==> config.mk <==
export PLATFORM = sky130hd
export DESIGN_NAME = mph_ram
export DESIGN_NICKNAME = d
export VERILOG_FILES = /design/src/design/mph_ram.sv
export SDC_FILE = /design/constraint.sdc
export NUM_CORES = 2
export LEC_CHECK = 0
export BUFFER_PORTS_ARGS = -buffer_cell sky130_fd_sc_hd__buf_2
export CORE_ASPECT_RATIO = 1.4
export CORE_MARGIN = 8
export CORE_UTILIZATION = 55
export CTS_CLUSTER_DIAMETER = 100
export DETAILED_ROUTE_END_ITERATION = 7
export HOLD_SLACK_MARGIN = 0.15
export PLACE_DENSITY = 0.74
export SLEW_MARGIN = 20
export SYNTH_ARGS = -nofsm -noshare
export SYNTH_HDL_FRONTEND = slang
export SYNTH_SLANG_ARGS = --single-unit
==> constraint.sdc <==
create_clock -name clk_i -period 9.1 [get_ports clk_i]
set_input_delay 1.365 -clock clk_i [delete_from_list [all_inputs] [get_ports clk_i]]
set_output_delay 1.365 -clock clk_i [all_outputs]
set_load 0.01 [all_outputs]
==> src/design/mph_ram.sv <==
`default_nettype none

module mph_ram #(
  parameter int Depth = 128,
  parameter int Width = 32
) (
  input  wire logic                     clk_i,
  input  wire logic                     we_i,
  input  wire logic [$clog2(Depth)-1:0] waddr_i,
  input  wire logic [Width-1:0]         wdata_i,
  input  wire logic [$clog2(Depth)-1:0] raddr_a_i,
  input  wire logic [$clog2(Depth)-1:0] raddr_b_i,
  output logic      [Width-1:0]         rdata_a_o,
  output logic      [Width-1:0]         rdata_b_o
);

  logic [Width-1:0] mem [Depth];

  always_ff @(posedge clk_i) begin
    if (we_i) begin
      mem[waddr_i] <= wdata_i;
    end
    rdata_a_o <= mem[raddr_a_i];
    rdata_b_o <= mem[raddr_b_i];
  end

endmodule

`default_nettype wire

# Word level (Yosys, flattened, before mapping)
# Memories as Yosys holds them, arrays and structs flattened. A register that Yosys moved wholly into a read port is not among the register bits.
# Index checks and enable logic that the tools add are counted.
# W data, S select, Z words.
dict set report word_totals {
  ff_bits 0
  latchBits 0
  mem_bits_rw 4096
  rom_bits 0
  inputBits 55
  output_inout_bits 64
  word_cells 3
  mem_count 1
}
# name words width rd rd_clocked_by_memory_dff wr line_no
set mem_list {}
lappend mem_list {mem 128 32 2 2 1 17} ;# logic [Width-1:0] mem [Depth];
dict set report classes {
  add_sub_neg 0
  n_mul 0
  n_div 0
  n_lt_le_gt_ge 0
  n_eq_ne 0
  n_shift 0
  n_mux 2
  n_bitwise 0
  n_reduce_logical 0
}
# cell count
set ops {}
lappend ops {{$mux W1} 2}

# Depth between registers and ports, before layout
dict set report depth {
  ltp_word 2
  mapped_depth 8
  depth_no_buf 4
}

# Least setup slack after synthesis
# Ideal clock, no wire load.
dict set report synth_path {
  path_kind {input -> register}
  start {input port we_i}
  end {memory mem[98][0] (enable)}
  setup_time_ps 461
  t_arrival_ps 4143
  required_ps 8639
  setup_slack_ps 4496
  stages 3
  path_buffers 1
  path_cell_list {clkbuf_1 -> nand4_1 -> nor3_1}
}
dict set report synth_via {
  elab_chain_len 2
}
# element line_no
set synth_lines {}
lappend synth_lines {{start, declared} 8} ;# input wire logic we_i,
lappend synth_lines {{$mux W1} 20} ;# if (we_i) begin
lappend synth_lines {{$mux W1 (not written as such)} 21} ;# mem[waddr_i] <= wdata_i;
lappend synth_lines {{end, declared} 17}
# Every way passes these cells.

==> key figures <==
Timing
  – Final setup fails: 0
  – RSZ-0062 raised after global routing: false
  – Final hold violations: 0
  – Final Cycle Share: 0.4769
  – Slew HR: 0.1653
  – Final Max Tran Viols: 0
  – Total Neg Setup Slack: 0 ns
  – Worst Tran Pin Value: about 1.3 ns
  – Fmax: ~230 MHz
  – Clock skew: approximately 0.037 ns
  – Crit path time final: around 4.3 ns

Floorplan
  – Core Rows: between 200 and 300
  – Die width: 511.1 µm
  – Starting Density: 0.5525
  – Core Region: between 300000 and 400000 µm²
  – Die height: 709.2 µm
  – Die area: between 300000 and 400000 µm²
  – IO Count: about 120

Power and ir drop
  – Net Sw Frac: 0.2239
  – Reg power frac: 0.520
  – Pwr dens: about 200 nW/µm²
  – Clock network fraction of total power: 0.402
  – Int Power: 31.92 mW
  – Logic pwr share: 0.078
  – Static leakage power: about 63 nW
  – Net Sw Power: 9.209 mW
  – VDD IR max: ~160 µV

Critical path
  – Worst Path Arrival: roughly 5.2 ns
  – CP Class: in2reg
  – R2R Path End: rdata_a_o[21]
  – R2r setup slk: 6.56 ns
  – CP Launch Type: input pin
  – Worst R2R Start: mem[31][21]
  – Worst r2r path cells: 4
  – Crit-path max FO: between 80 and 90
  – Critical path required time: 9.94 ns
  – Critical Path End Type: register

Clocking
  – Worst skew pair latency: 0.95 ns
  – Hold-fix buffers, CTS: 0
  – Clk sinks: roughly 4200
  – Root Buffer: clkbuf_16
  – CTS max path bufs: 4
  – Post-CTS sizing: 0
  – CTS tree: built
  – TritonCTS Buffers: slightly below 400
  – CTS H-Tree Depth: 5
  – Post-CTS setup buffers: 0
  – Clk pin slew, worst setup/hold paths: roughly 0.07 ns

Placement
  – Gpl congestion: 0.8337
  – Post-placement cell area: between 150000 and 200000 µm²
  – Post-DP HPWL: roughly 320000 µm
  – Number of port buffers: roughly 120

Drt
  – DRC viols: 0
  – Drt total wl: 595400 µm
  – WL per Instance: 47.10 µm
  – DRT Pass-1 Iters: 6
  – ANT nets after route: 0
  – Via count: roughly 99000
  – Drt first-iter violations: 15530
  – Via density: roughly 7.8

Yosys
  – Cell Area, Synth: approximately 190000 µm²
  – Post-synthesis cell type count: 17
  – Yosys warns: 0
  – Top cells by area in the synthesized netlist: edfxtp_1 65%, mux4_2 32%, clkbuf_1 0.73%
  – Synthesis-stage register bit count: 4160
  – Top cell type's share of synthesized area: 0.6516
  – Cells after Synth: 7701
  – Mapped Nets: approximately 7800
  – Area leader, netlist: edfxtp_1
  – Syn Area/Cell: between 20 and 25 µm²
  – Register area share after synthesis: 0.6584

GRT
  – Vias in the first global route: just over 100k
  – First-pass GRT wire length: a little over 800000 µm
  – Gr ovfl total: 0
  – GRT Util Overall: 0.3267
  – Antenna violations before repair: 57
  – Pin count of the biggest net entering global routing: 140

Min path
  – Hold Path Class: in2reg
  – Hold_sp: wdata_i[10]
  – Hold Path Stages: 1
  – Hold endpoint: mem[83][10]

Finish
  – Most common cell after layout, fill and taps aside: edfxtp_1
  – Commonest non-fill, non-tap cells in the layout: 4096 x edfxtp_1, 2688 x mux4_2, 394 x clkbuf_16
  – Final Cell Area: 208600 µm²
  – Syn-to-layout area delta: 10.53%
  – Filler Cell Count: approximately 22000
  – Layout cells sized above 1: 0.4660
  – Fin nets: roughly 8000

Job
  – Maxcap violations: 0

Status
  – Outcome: completed
==> per-stage QoR <==
| step | cells | util | total power [mW] | hold WS, ns | setup WS [ns] |
|---|---|---|---|---|---|
| 3_3_place_gp | 11910 | 0.5732 | 24.91 | 1.118 | 3.827 |
| 6_report | 12640 | 0.6107 | 41.13 | 0.8100 | 4.760 |
| 2_1_floorplan | 7701 | - | 23.63 | 1.094 | 4.496 |
| 5_1_grt | 12630 | 0.6106 | 41.99 | 0.7988 | 4.568 |
| 4_1_cts | 12610 | 0.6102 | 41.21 | 0.7520 | 4.818 |
| 3_5_place_dp | 11910 | 0.5732 | 24.97 | 1.132 | 3.824 |
==> area by class of cell <==
type | instances | area (µm²) | share of cell area
flip-flops and latches | 4160 | 124300 | 0.5957
multi-input cells | 2922 | 62900 | 0.3015
repair buffers | 345 | 3158 | 0.01514
well taps | 4480 | 5605 | 0.02687
diodes | 28 | 70.07 | 0.0003358
clock buffers | 498 | 10470 | 0.05018
clock inverters | 208 | 2152 | 0.01031
==> worst max-delay path, cell delays in order <==
cell and delay, ns:
buf_12 0.49, buf_12 0.57, buf_4 0.55, mux4_2 0.58
mux4_2 0.52, mux4_2 0.47, mux2_2 0.28
==> state kept, by name, summed over array words and instances (netlist names) <==
register / count
mem: 4096
rdata_a_o: 32
rdata_b_o: 32
==> synth_stat cells <==
cell and n:
buf_1 132, buf_2 103, buf_4 17, buf_6 2, clkbuf_1 365, dfxtp_1 64, edfxtp_1 4096, mux2_2 64
mux4_2 2688, nand2_1 14, nand2b_1 2, nand3_1 12, nand4_1 3, nor2_1 122, nor2b_1 7, nor3_1 9
or3_1 1
==> per-layer routing <==
metal	track usage	vias to the layer above	wire, µm
met5	0	-	241
met1	0.3922	53510	182200
li1	-	35530	-
met4	0.2098	32	48400
met3	0.09491	2060	76870
met2	0.5239	7843	287700
==> cell families after synthesis <==
family,Yosys count,synth area share
AND/OR/NAND/NOR,170,0.003692
flip-flops,4160,0.6584
buffers and inverters,619,0.01341
multiplexers,2752,0.3245
==> worst max path at each step <==
stage	from	depth (start not counted)	slack [ns]	end
final	raddr_a_i[0]	7	4.76	rdata_a_o[19]
after global routing	raddr_a_i[0]	7	4.57	rdata_a_o[19]
after CTS	raddr_a_i[0]	7	4.82	rdata_a_o[19]
after detailed placement	raddr_a_i[0]	7	3.82	rdata_a_o[19]
after global placement	raddr_a_i[0]	7	3.83	rdata_a_o[2]
after floorplan	we_i	3	4.50	mem[98][0]
==> power groups by stage <==
stage	sequential (mW)	clock (mW)	combinational, mW
3_3_place_gp	21.8	0	3.13
4_1_cts	21.4	16.6	3.19
2_1_floorplan	21.6	0	1.99
3_5_place_dp	21.8	0	3.18
5_1_grt	21.4	17.3	3.33
6_report	21.4	16.6	3.20
Note: power is estimated with default switching activity, not from simulation.
